**config.mk**
```make
export PLATFORM = sky130hd
export DESIGN_NAME = rgb_led_effect_sequencer_top
export DESIGN_NICKNAME = d
export VERILOG_FILES = /design/src/design/rles_pkg.sv /design/src/design/rles_seq.sv /design/src/design/rles_scale.sv /design/src/design/rgb_led_effect_sequencer_top.sv
export SDC_FILE = /design/constraint.sdc
export NUM_CORES = 2
export LEC_CHECK = 0
export ABC_AREA = 1
export BUFFER_PORTS_ARGS = -buffer_cell sky130_fd_sc_hd__buf_2
export CAP_MARGIN = 20
export CORE_MARGIN = 3
export CORE_UTILIZATION = 55
export DETAILED_ROUTE_END_ITERATION = 7
export GPL_TIMING_DRIVEN = 0
export PLACE_DENSITY = 0.72
export SETUP_SLACK_MARGIN = 0.4
export SLEW_MARGIN = 10
export SYNTH_ARGS = -nofsm -noshare
export SYNTH_HDL_FRONTEND = slang
export SYNTH_HIERARCHICAL = 1
export SYNTH_SLANG_ARGS = --single-unit
```
**constraint.sdc**
```tcl
create_clock -name clk -period 17.25 [get_ports clk]
set_clock_uncertainty 0.15 [all_clocks]
set_input_delay 1.725 -clock clk [delete_from_list [all_inputs] [get_ports clk]]
set_output_delay 1.725 -clock clk [all_outputs]
set_load 0.02 [all_outputs]
```
**src/design/rles_pkg.sv**
```systemverilog
// ----------------------------------------------------------------------------
// RGB LED effect sequencer package
// Item types, command and mode codes, tables and constants shared by the
// sequencer state, the pulse width scaler and the top level.
// ----------------------------------------------------------------------------
package rles_pkg;

  // Defaults of the top level parameters.
  localparam int RAINBOW_STEPS_DEF = 8;
  localparam int MAX_LEVEL_DEF     = 6;

  // Configuration port.
  localparam int CFG_ADDR_W = 2;
  localparam logic [CFG_ADDR_W-1:0] CFG_PWM_PERIOD     = CFG_ADDR_W'(0);
  localparam logic [CFG_ADDR_W-1:0] CFG_RAINBOW_STEP   = CFG_ADDR_W'(1);
  localparam logic [15:0]           PWM_PERIOD_RST     = 16'd1000;
  localparam logic [15:0]           RAINBOW_STEP_RST   = 16'd300;

  // Pulse width arithmetic: period * duty fits 23 bits, and division by 100
  // is a multiplication by ceil(2^30 / 100) followed by a 30 bit shift,
  // which is exact for every product below 2^23.
  localparam int          PROD_W    = 23;
  localparam int          RECIP_W   = 24;
  localparam int          DIV_SHIFT = 30;
  localparam logic [RECIP_W-1:0] DIV_RECIP = 24'd10737419;

  typedef enum logic [1:0] {
    CMD_TICK    = 2'd0,
    CMD_LEVEL   = 2'd1,
    CMD_BLINK   = 2'd2,
    CMD_RAINBOW = 2'd3
  } cmd_t;

  typedef enum logic [1:0] {
    MODE_STEADY  = 2'd0,
    MODE_BLINK   = 2'd1,
    MODE_RAINBOW = 2'd2,
    MODE_DONE    = 2'd3
  } mode_t;

  typedef struct packed {
    logic [2:0] r;
    logic [2:0] g;
    logic [2:0] b;
  } rgb_lvl_t;

  typedef struct packed {
    cmd_t        cmd;
    logic [2:0]  red_in;
    logic [2:0]  green_in;
    logic [2:0]  blue_in;
    logic [15:0] on_ms;
    logic [15:0] off_ms;
    logic [7:0]  blink_count;
  } in_item_t;

  typedef struct packed {
    logic [15:0] red_pulse;
    logic [15:0] green_pulse;
    logic [15:0] blue_pulse;
    logic [2:0]  red_shown;
    logic [2:0]  green_shown;
    logic [2:0]  blue_shown;
    logic        lit;
    mode_t       mode;
  } out_item_t;

  // What the sequencer shows after the latest item.
  typedef struct packed {
    rgb_lvl_t shown;
    logic     lit;
    mode_t    mode;
  } seq_view_t;

  localparam rgb_lvl_t RAINBOW_TAB [8] = '{
    '{r: 3'd6, g: 3'd0, b: 3'd0},
    '{r: 3'd6, g: 3'd2, b: 3'd0},
    '{r: 3'd5, g: 3'd5, b: 3'd0},
    '{r: 3'd0, g: 3'd6, b: 3'd0},
    '{r: 3'd0, g: 3'd4, b: 3'd4},
    '{r: 3'd0, g: 3'd0, b: 3'd6},
    '{r: 3'd3, g: 3'd0, b: 3'd5},
    '{r: 3'd5, g: 3'd0, b: 3'd3}
  };

  // Duty in percent for a level; levels above six use the top entry.
  function automatic logic [6:0] duty_pct(logic [2:0] lvl);
    logic [6:0] d;
    case (lvl)
      3'd0:    d = 7'd0;
      3'd1:    d = 7'd2;
      3'd2:    d = 7'd5;
      3'd3:    d = 7'd10;
      3'd4:    d = 7'd20;
      3'd5:    d = 7'd40;
      default: d = 7'd70;
    endcase
    return d;
  endfunction

  function automatic logic [2:0] clamp_lvl(logic [2:0] v, logic [2:0] lim);
    return (v > lim) ? lim : v;
  endfunction

  function automatic rgb_lvl_t clamp_rgb(rgb_lvl_t c, logic [2:0] lim);
    rgb_lvl_t o;
    o.r = clamp_lvl(c.r, lim);
    o.g = clamp_lvl(c.g, lim);
    o.b = clamp_lvl(c.b, lim);
    return o;
  endfunction

endpackage

```
**src/design/rles_seq.sv**
```systemverilog
// ----------------------------------------------------------------------------
// RGB LED effect sequencer state
// Holds the effect state and applies one command or tick per accepted item.
// ----------------------------------------------------------------------------
module rles_seq #(
  parameter int RAINBOW_STEPS = rles_pkg::RAINBOW_STEPS_DEF,
  parameter int MAX_LEVEL     = rles_pkg::MAX_LEVEL_DEF
) (
  input  logic                clk,
  input  logic                rst_n,
  input  logic                accept,
  input  rles_pkg::in_item_t  item,
  input  logic [15:0]         step_ms,
  output rles_pkg::seq_view_t view
);
  import rles_pkg::*;

  localparam int         POS_W = (RAINBOW_STEPS > 1) ? $clog2(RAINBOW_STEPS) : 1;
  localparam logic [POS_W-1:0] POS_LAST = POS_W'(RAINBOW_STEPS - 1);
  localparam logic [2:0] LIM = 3'(MAX_LEVEL);

  mode_t            mode_r,    mode_nxt;
  logic [15:0]      cnt_r,     cnt_nxt;
  logic             lit_r,     lit_nxt;
  logic [7:0]       cycles_r,  cycles_nxt;
  logic [POS_W-1:0] pos_r,     pos_nxt;
  rgb_lvl_t         colour_r,  colour_nxt;
  logic [15:0]      on_r,      on_nxt;
  logic [15:0]      off_r,     off_nxt;
  rgb_lvl_t         shown_r,   shown_nxt;

  rgb_lvl_t in_rgb;
  assign in_rgb = '{r: item.red_in, g: item.green_in, b: item.blue_in};

  always_comb begin
    mode_nxt   = mode_r;
    cnt_nxt    = cnt_r;
    lit_nxt    = lit_r;
    cycles_nxt = cycles_r;
    pos_nxt    = pos_r;
    colour_nxt = colour_r;
    on_nxt     = on_r;
    off_nxt    = off_r;
    shown_nxt  = shown_r;
    case (item.cmd)
      CMD_TICK: begin
        if (mode_r inside {MODE_BLINK, MODE_RAINBOW}) begin
          if (cnt_r > 16'd1) begin
            cnt_nxt = cnt_r - 16'd1;
          end else if (mode_r == MODE_RAINBOW) begin
            shown_nxt = clamp_rgb(RAINBOW_TAB[3'(pos_r)], LIM);
            pos_nxt   = (pos_r >= POS_LAST) ? '0 : pos_r + POS_W'(1);
            cnt_nxt   = step_ms;
          end else if (lit_r) begin
            // End of a lit phase: go dark, and stop once the count runs out.
            shown_nxt = '0;
            lit_nxt   = 1'b0;
            if (cycles_r != 8'd0) begin
              cycles_nxt = cycles_r - 8'd1;
            end
            if (cycles_r == 8'd1) begin
              mode_nxt = MODE_DONE;
            end else begin
              cnt_nxt = off_r;
            end
          end else begin
            shown_nxt = clamp_rgb(colour_r, LIM);
            lit_nxt   = 1'b1;
            cnt_nxt   = on_r;
          end
        end
      end
      CMD_LEVEL: begin
        mode_nxt  = MODE_STEADY;
        lit_nxt   = 1'b0;
        shown_nxt = clamp_rgb(in_rgb, LIM);
      end
      CMD_BLINK: begin
        mode_nxt   = MODE_BLINK;
        colour_nxt = in_rgb;
        on_nxt     = item.on_ms;
        off_nxt    = item.off_ms;
        cycles_nxt = item.blink_count;
        lit_nxt    = 1'b0;
        cnt_nxt    = 16'd1;
      end
      CMD_RAINBOW: begin
        mode_nxt = MODE_RAINBOW;
        lit_nxt  = 1'b0;
        cnt_nxt  = 16'd1;
      end
      default: begin
        mode_nxt = mode_r;
      end
    endcase
  end

  always_ff @(posedge clk) begin
    if (!rst_n) begin
      mode_r   <= MODE_RAINBOW;
      cnt_r    <= 16'd1;
      lit_r    <= 1'b0;
      cycles_r <= 8'd0;
      pos_r    <= '0;
      colour_r <= '0;
      on_r     <= 16'd0;
      off_r    <= 16'd0;
      shown_r  <= '0;
    end else if (accept) begin
      mode_r   <= mode_nxt;
      cnt_r    <= cnt_nxt;
      lit_r    <= lit_nxt;
      cycles_r <= cycles_nxt;
      pos_r    <= pos_nxt;
      colour_r <= colour_nxt;
      on_r     <= on_nxt;
      off_r    <= off_nxt;
      shown_r  <= shown_nxt;
    end
  end

  assign view = '{shown: shown_r, lit: lit_r, mode: mode_r};

endmodule

```
**src/design/rles_scale.sv**
```systemverilog
// ----------------------------------------------------------------------------
// RGB LED pulse width scaler
// One register stage for period times duty, then exact division by 100 in
// logic that feeds the result register of the top level.
// ----------------------------------------------------------------------------
module rles_scale (
  input  logic        clk,
  input  logic        en_mul,
  input  logic [15:0] period,
  input  logic [2:0]  level,
  output logic [15:0] pulse
);
  import rles_pkg::*;

  localparam int FULL_W = PROD_W + RECIP_W;

  logic [PROD_W-1:0] prod_r;
  logic [FULL_W-1:0] scaled;

  assign scaled = FULL_W'(prod_r) * FULL_W'(DIV_RECIP);

  always_ff @(posedge clk) begin
    if (en_mul) begin
      prod_r <= PROD_W'(period) * PROD_W'(duty_pct(level));
    end
  end

  assign pulse = 16'(scaled >> DIV_SHIFT);

endmodule

```
**src/design/rgb_led_effect_sequencer_top.sv**
```systemverilog
// ----------------------------------------------------------------------------
// RGB LED effect sequencer
// Steady, blink and rainbow effects on three PWM channels, one result per item.
// ----------------------------------------------------------------------------
// The block takes one item per clock cycle unless in_stall is high: a 1 ms
// tick or a command (steady level, start blink, start rainbow), and returns
// one result item for each, carrying the three pulse widths, the levels
// shown, the lit flag and the mode. The effect state is updated at the
// accepting edge, the product of the period and each channel's duty is then
// registered, and the division by 100 through a reciprocal multiply feeds
// the output register, so three items can be in flight. The input stalls
// only while all three stages are full and the output is stalled.
// Configuration writes are always taken (cfg_ready is held high) and should
// only be issued while no item is in flight.
// ----------------------------------------------------------------------------
module rgb_led_effect_sequencer_top #(
  parameter int RAINBOW_STEPS = rles_pkg::RAINBOW_STEPS_DEF,
  parameter int MAX_LEVEL     = rles_pkg::MAX_LEVEL_DEF
) (
  input  logic                                clk,
  input  logic                                rst_n,
  input  logic                                in_valid,
  output logic                                in_stall,
  input  rles_pkg::in_item_t                  in_data,
  output logic                                out_valid,
  input  logic                                out_stall,
  output rles_pkg::out_item_t                 out_data,
  input  logic                                cfg_valid,
  output logic                                cfg_ready,
  input  logic [rles_pkg::CFG_ADDR_W-1:0]     cfg_addr,
  input  logic [15:0]                         cfg_data
);
  import rles_pkg::*;

  // Configuration registers.
  logic [15:0] period_r;
  logic [15:0] step_r;

  assign cfg_ready = 1'b1;

  always_ff @(posedge clk) begin
    if (!rst_n) begin
      period_r <= PWM_PERIOD_RST;
      step_r   <= RAINBOW_STEP_RST;
    end else if (cfg_valid && cfg_ready) begin
      case (cfg_addr)
        CFG_PWM_PERIOD:   period_r <= cfg_data;
        CFG_RAINBOW_STEP: step_r   <= cfg_data;
        default:          period_r <= period_r;
      endcase
    end
  end

  // Pipeline occupancy. Stage one is the effect state itself; a stage may
  // load when it is empty or when its contents move on in the same cycle.
  logic v1_r, v2_r, vo_r;
  logic adv1, adv2, adv_o;
  logic accept;

  assign adv_o    = !vo_r || !out_stall;
  assign adv2     = !v2_r || adv_o;
  assign adv1     = !v1_r || adv2;
  assign in_stall = !adv1;
  assign accept   = in_valid && adv1;

  always_ff @(posedge clk) begin
    if (!rst_n) begin
      v1_r <= 1'b0;
      v2_r <= 1'b0;
      vo_r <= 1'b0;
    end else begin
      if (adv1)  v1_r <= accept;
      if (adv2)  v2_r <= v1_r;
      if (adv_o) vo_r <= v2_r;
    end
  end

  // Effect state.
  seq_view_t view;

  rles_seq #(
    .RAINBOW_STEPS(RAINBOW_STEPS),
    .MAX_LEVEL    (MAX_LEVEL)
  ) u_seq (
    .clk    (clk),
    .rst_n  (rst_n),
    .accept (accept),
    .item   (in_data),
    .step_ms(step_r),
    .view   (view)
  );

  // Pulse width for each channel.
  logic [15:0] red_pulse, green_pulse, blue_pulse;

  rles_scale u_scale_r (
    .clk(clk), .en_mul(adv2),
    .period(period_r), .level(view.shown.r), .pulse(red_pulse)
  );
  rles_scale u_scale_g (
    .clk(clk), .en_mul(adv2),
    .period(period_r), .level(view.shown.g), .pulse(green_pulse)
  );
  rles_scale u_scale_b (
    .clk(clk), .en_mul(adv2),
    .period(period_r), .level(view.shown.b), .pulse(blue_pulse)
  );

  // The levels, lit flag and mode travel alongside the pulse arithmetic.
  seq_view_t view2_r;
  out_item_t out_r;

  always_ff @(posedge clk) begin
    if (adv2) begin
      view2_r <= view;
    end
    if (adv_o) begin
      out_r.red_pulse   <= red_pulse;
      out_r.green_pulse <= green_pulse;
      out_r.blue_pulse  <= blue_pulse;
      out_r.red_shown   <= view2_r.shown.r;
      out_r.green_shown <= view2_r.shown.g;
      out_r.blue_shown  <= view2_r.shown.b;
      out_r.lit         <= view2_r.lit;
      out_r.mode        <= view2_r.mode;
    end
  end

  assign out_valid = vo_r;
  assign out_data  = out_r;

  // The input only stalls while the state stage holds an item.
  a_stall_needs_full: assert property (@(posedge clk) disable iff (!rst_n)
    in_stall |-> v1_r)
    else $error("input stalled with an empty state stage");

  // An accepted item always occupies the state stage afterwards.
  a_accept_fills: assert property (@(posedge clk) disable iff (!rst_n)
    (in_valid && !in_stall) |=> v1_r)
    else $error("accepted item lost from the state stage");

  // A finished blink is dark.
  a_done_dark: assert property (@(posedge clk) disable iff (!rst_n)
    (out_valid && out_data.mode == MODE_DONE) |-> !out_data.lit)
    else $error("finished blink reported as lit");

  // A level of zero gives no pulse.
  a_zero_level: assert property (@(posedge clk) disable iff (!rst_n)
    (out_valid && out_data.red_shown == 3'd0) |-> out_data.red_pulse == 16'd0)
    else $error("nonzero pulse for a dark channel");

  // Shown levels never exceed the clamp.
  a_level_clamp: assert property (@(posedge clk) disable iff (!rst_n)
    out_valid |-> (out_data.red_shown <= 3'(MAX_LEVEL) &&
                   out_data.green_shown <= 3'(MAX_LEVEL) &&
                   out_data.blue_shown <= 3'(MAX_LEVEL)))
    else $error("shown level above the clamp");

endmodule

```
==> impl_metrics.py <==
metrics = {
    "placed_design": {
        "routabilityCongestion": 0.981,
        "dp_hpwl_mm": 121,
        "io_buffers": 132,
        "placed_cell_area_sq_mm": 0.0563,
    },
    "worst_setup_path": {
        "worst_ep_required_time_ps": 17440,
        "r2r_slack_ps": 10670,
        "endpoint": "out_data[18]",
        "crit_path_start_kind": "register",
        "rr_worst_depth": 23,
        "r2r-start": "u_scale_b/prod_r[14]",
        "r2r-end": "out_data[18]",
        "crit_start": "u_scale_b/prod_r[14]",
        "crit_path_max_fanout": 6,
        "cp-end-kind": "register",
        "crit_type": "reg -> reg",
        "cp.arrival_ps": 6780,
    },
    "layout": {
        "layout_common_cells": "inv_1 (1888), nand2_1 (1523), ha_1 (858), fa_1 (789), nor2_1 (663)",
        "final_common_cell": "inv_1",
        "syn_to_final_growth_pct": 6.43,
        "final_net_count": 8837,
        "drive_above_1_share_pct": 4.73,
        "final_core_util_pct": 59.2,
        "final_cell_area_sq_mm": 0.0575,
        "n_antenna_cell": 0,
    },
    "clock_tree": {
        "cts_buffers": 34,
        "cts.htree.levels": 2,
        "cts.clk_slew.worst_paths_ps": 60,
        "root_buffer": "clkbuf_16",
        "clk_latency_ps": 600,
        "ctsResizeCount": 0,
        "clockBufferDepth": 3,
        "cts_hold_buffers": 0,
        "clock_sinks": 256,
        "tritoncts": "done",
        "post_cts_buffers": 0,
    },
    "grt": {
        "antenna_found_initial": 0,
        "grt_util_all_layers_pct": 28.2,
        "grt_pass1_vias": 45100,
        "grt_first_pass_wirelength_mm": 230,
        "grt_max_degree": 50,
        "grt-ovfl-total": 0,
    },
    "sta": {
        "hold_viol_final": 0,
        "drv_slew": 0,
        "maxSlewHeadroom_pct": 34.6,
        "rsz0062_at_grt": "no",
        "max_freq_mhz": 152,
        "fin_crit_ps": 6580,
        "setup_viol": 0,
        "worst_pin_slew_ps": 979,
        "timing.final.crit_share_pct": 38.2,
        "fin_setup_tns_ps": 0,
    },
    "route": {
        "routed-via-count": 43100,
        "drtIter0Drc": 2788,
        "wire_per_inst_um": 16.5,
        "ant_nets": 0,
        "firstDrtPassIters": 6,
        "detail_route.wirelength_mm": 139,
        "viasPerCell": 5.12,
        "drcViolationCount": 0,
    },
    "synth": {
        "yosys_warnings": 6,
        "ys_seq_elements": 256,
        "synth_seq_area_share_pct": 12.1,
        "synthCells": 6946,
        "async_flop_share_pct": 0,
        "synth_top_flop_cell": "edfxtp_1",
        "synth_edf_count": 141,
        "synth_cell_type_count": 52,
        "avgSynthCellArea_sq_um": 7.77,
        "synth_area_sq_mm": 0.0540,
        "synth_nets": 8667,
    },
    "min_path": {
        "holdPathStages": 0,
        "hp-class": "reg -> reg",
    },
    "die": {
        "core_area_sq_mm": 0.0970,
        "die_area_sq_mm": 0.102,
        "die_w_um": 319,
        "start_util_pct": 55.7,
        "fp.dieH_um": 319,
        "io_pins": 137,
        "rows": 114,
    },
    "run_status": {
        "status": "finished, final reports clean",
    },
    "power_and_ir_drop": {
        "p_per_area_mw_per_mm2": 168,
        "p_leak_nw": 34.4,
        "ir_drop_mv": 0.443,
    },
    "run": {
        "cap_violations": 0,
    },
}
## final cells by class
class / count / area [sq um]
Clock inverter: 26 / 279
Tap cell: 1276 / 1600
Sequential cell: 256 / 6540
Multi-Input combinational cell: 4707 / 40000
Clock buffer: 36 / 868
Fill cell: 8975 / 39500
Timing Repair Buffer: 134 / 708
Buffer: 70 / 338
Inverter: 1913 / 7180
## stage by stage
| stage | hold slack, ps | total power [W] | worst slack [ps] | instances |
|---|---|---|---|---|
| final | 270 | 0.00966 | 10670 | 8418 |
| after global routing | 273 | 0.0110 | 10410 | 8418 |
| after CTS | 271 | 0.00975 | 10780 | 8418 |
| after detailed placement | 255 | 0.00892 | 10790 | 8356 |
| after global placement | 254 | 0.00881 | 10840 | 8354 |
| after floorplan | 250 | 0.00665 | 11430 | 6946 |
## routing by layer
layer	GRT usage, %	wire length (um)
met1	36.7	60200
met3	3.54	7830
met2	49.1	66600
met4	8.68	4570
met5	0	0
## worst min-delay path by stage
stage / startpoint / end / slack, ps
global route: view2_r[4] / out_data[4] / 270
floorplan: view2_r[0] / out_data[0] / 250
detailed placement: view2_r[3] / out_data[3] / 250
CTS: view2_r[4] / out_data[4] / 270
global placement: view2_r[3] / out_data[3] / 250
finish: view2_r[3] / out_data[3] / 270
## worst max-delay path, stage by stage, from the launching register on
cell      delay [ps]
edfxtp_1         660
inv_1            190
fa_1             620
inv_1             80
ha_1             270
inv_1             40
fa_1             470
inv_1             70
fa_1             520
fa_1             520
fa_1             540
inv_1             50
fa_1             590
inv_1             60
ha_1             310
nand2_1           80
inv_1             70
nand2_1          130
inv_1            120
nand2_1           70
nor2_2           170
nand4_1          250
nand4_1          180
nand2_1           70
## Yosys cell counts, drive strengths merged, types with 25 or more instances
| master | count | area share, % |
|---|---|---|
| xnor2 | 25 | 0.41 |
| clkbuf | 38 | 0.26 |
| nor2 | 703 | 5.2 |
| o21ai | 125 | 1.2 |
| a21oi | 194 | 1.8 |
| dfxtp | 115 | 4.3 |
| buf | 32 | 0.36 |
| fa | 789 | 29 |
| o21bai | 25 | 0.35 |
| ha | 858 | 20 |
| nand4 | 70 | 0.81 |
| xor2 | 42 | 0.68 |
| edfxtp | 141 | 7.8 |
| nor3 | 40 | 0.49 |
| nand3 | 216 | 2.1 |
| inv | 1911 | 13 |
| nand2 | 1550 | 11 |
## logic make-up after synthesis
group,count (synthesis),synth area share [%]
simple gates,2605,19.8
flops,256,12.1
other cells,1,0.00695
compound gates,383,3.86
buf+inv,1983,13.9
mux,4,0.0742
fa+ha+maj,1647,49.1
xor+xnor,67,1.09
## sequential cells by signal (all words and copies together), names as in the netlist, 12 cells and up
| signal | count |
|---|---|
| period_r | 16 |
| u_seq/off_r | 16 |
| u_seq/cnt_r | 16 |
| view2_r | 12 |
| u_scale_r/prod_r | 23 |
| u_scale_b/prod_r | 23 |
| step_r | 16 |
| u_seq/on_r | 16 |
| u_scale_g/prod_r | 23 |
| out_data | 60 |
## power by group
| part | internal (W) | switching [W] | leakage [nW] |
|---|---|---|---|
| Sequential | 0.000760 | 0.000103 | 2.62 |
| Clock | 0.000410 | 0.000334 | 0.560 |
| Combinational | 0.00287 | 0.00519 | 31.2 |
Note: power is estimated with default switching activity, not from simulation.
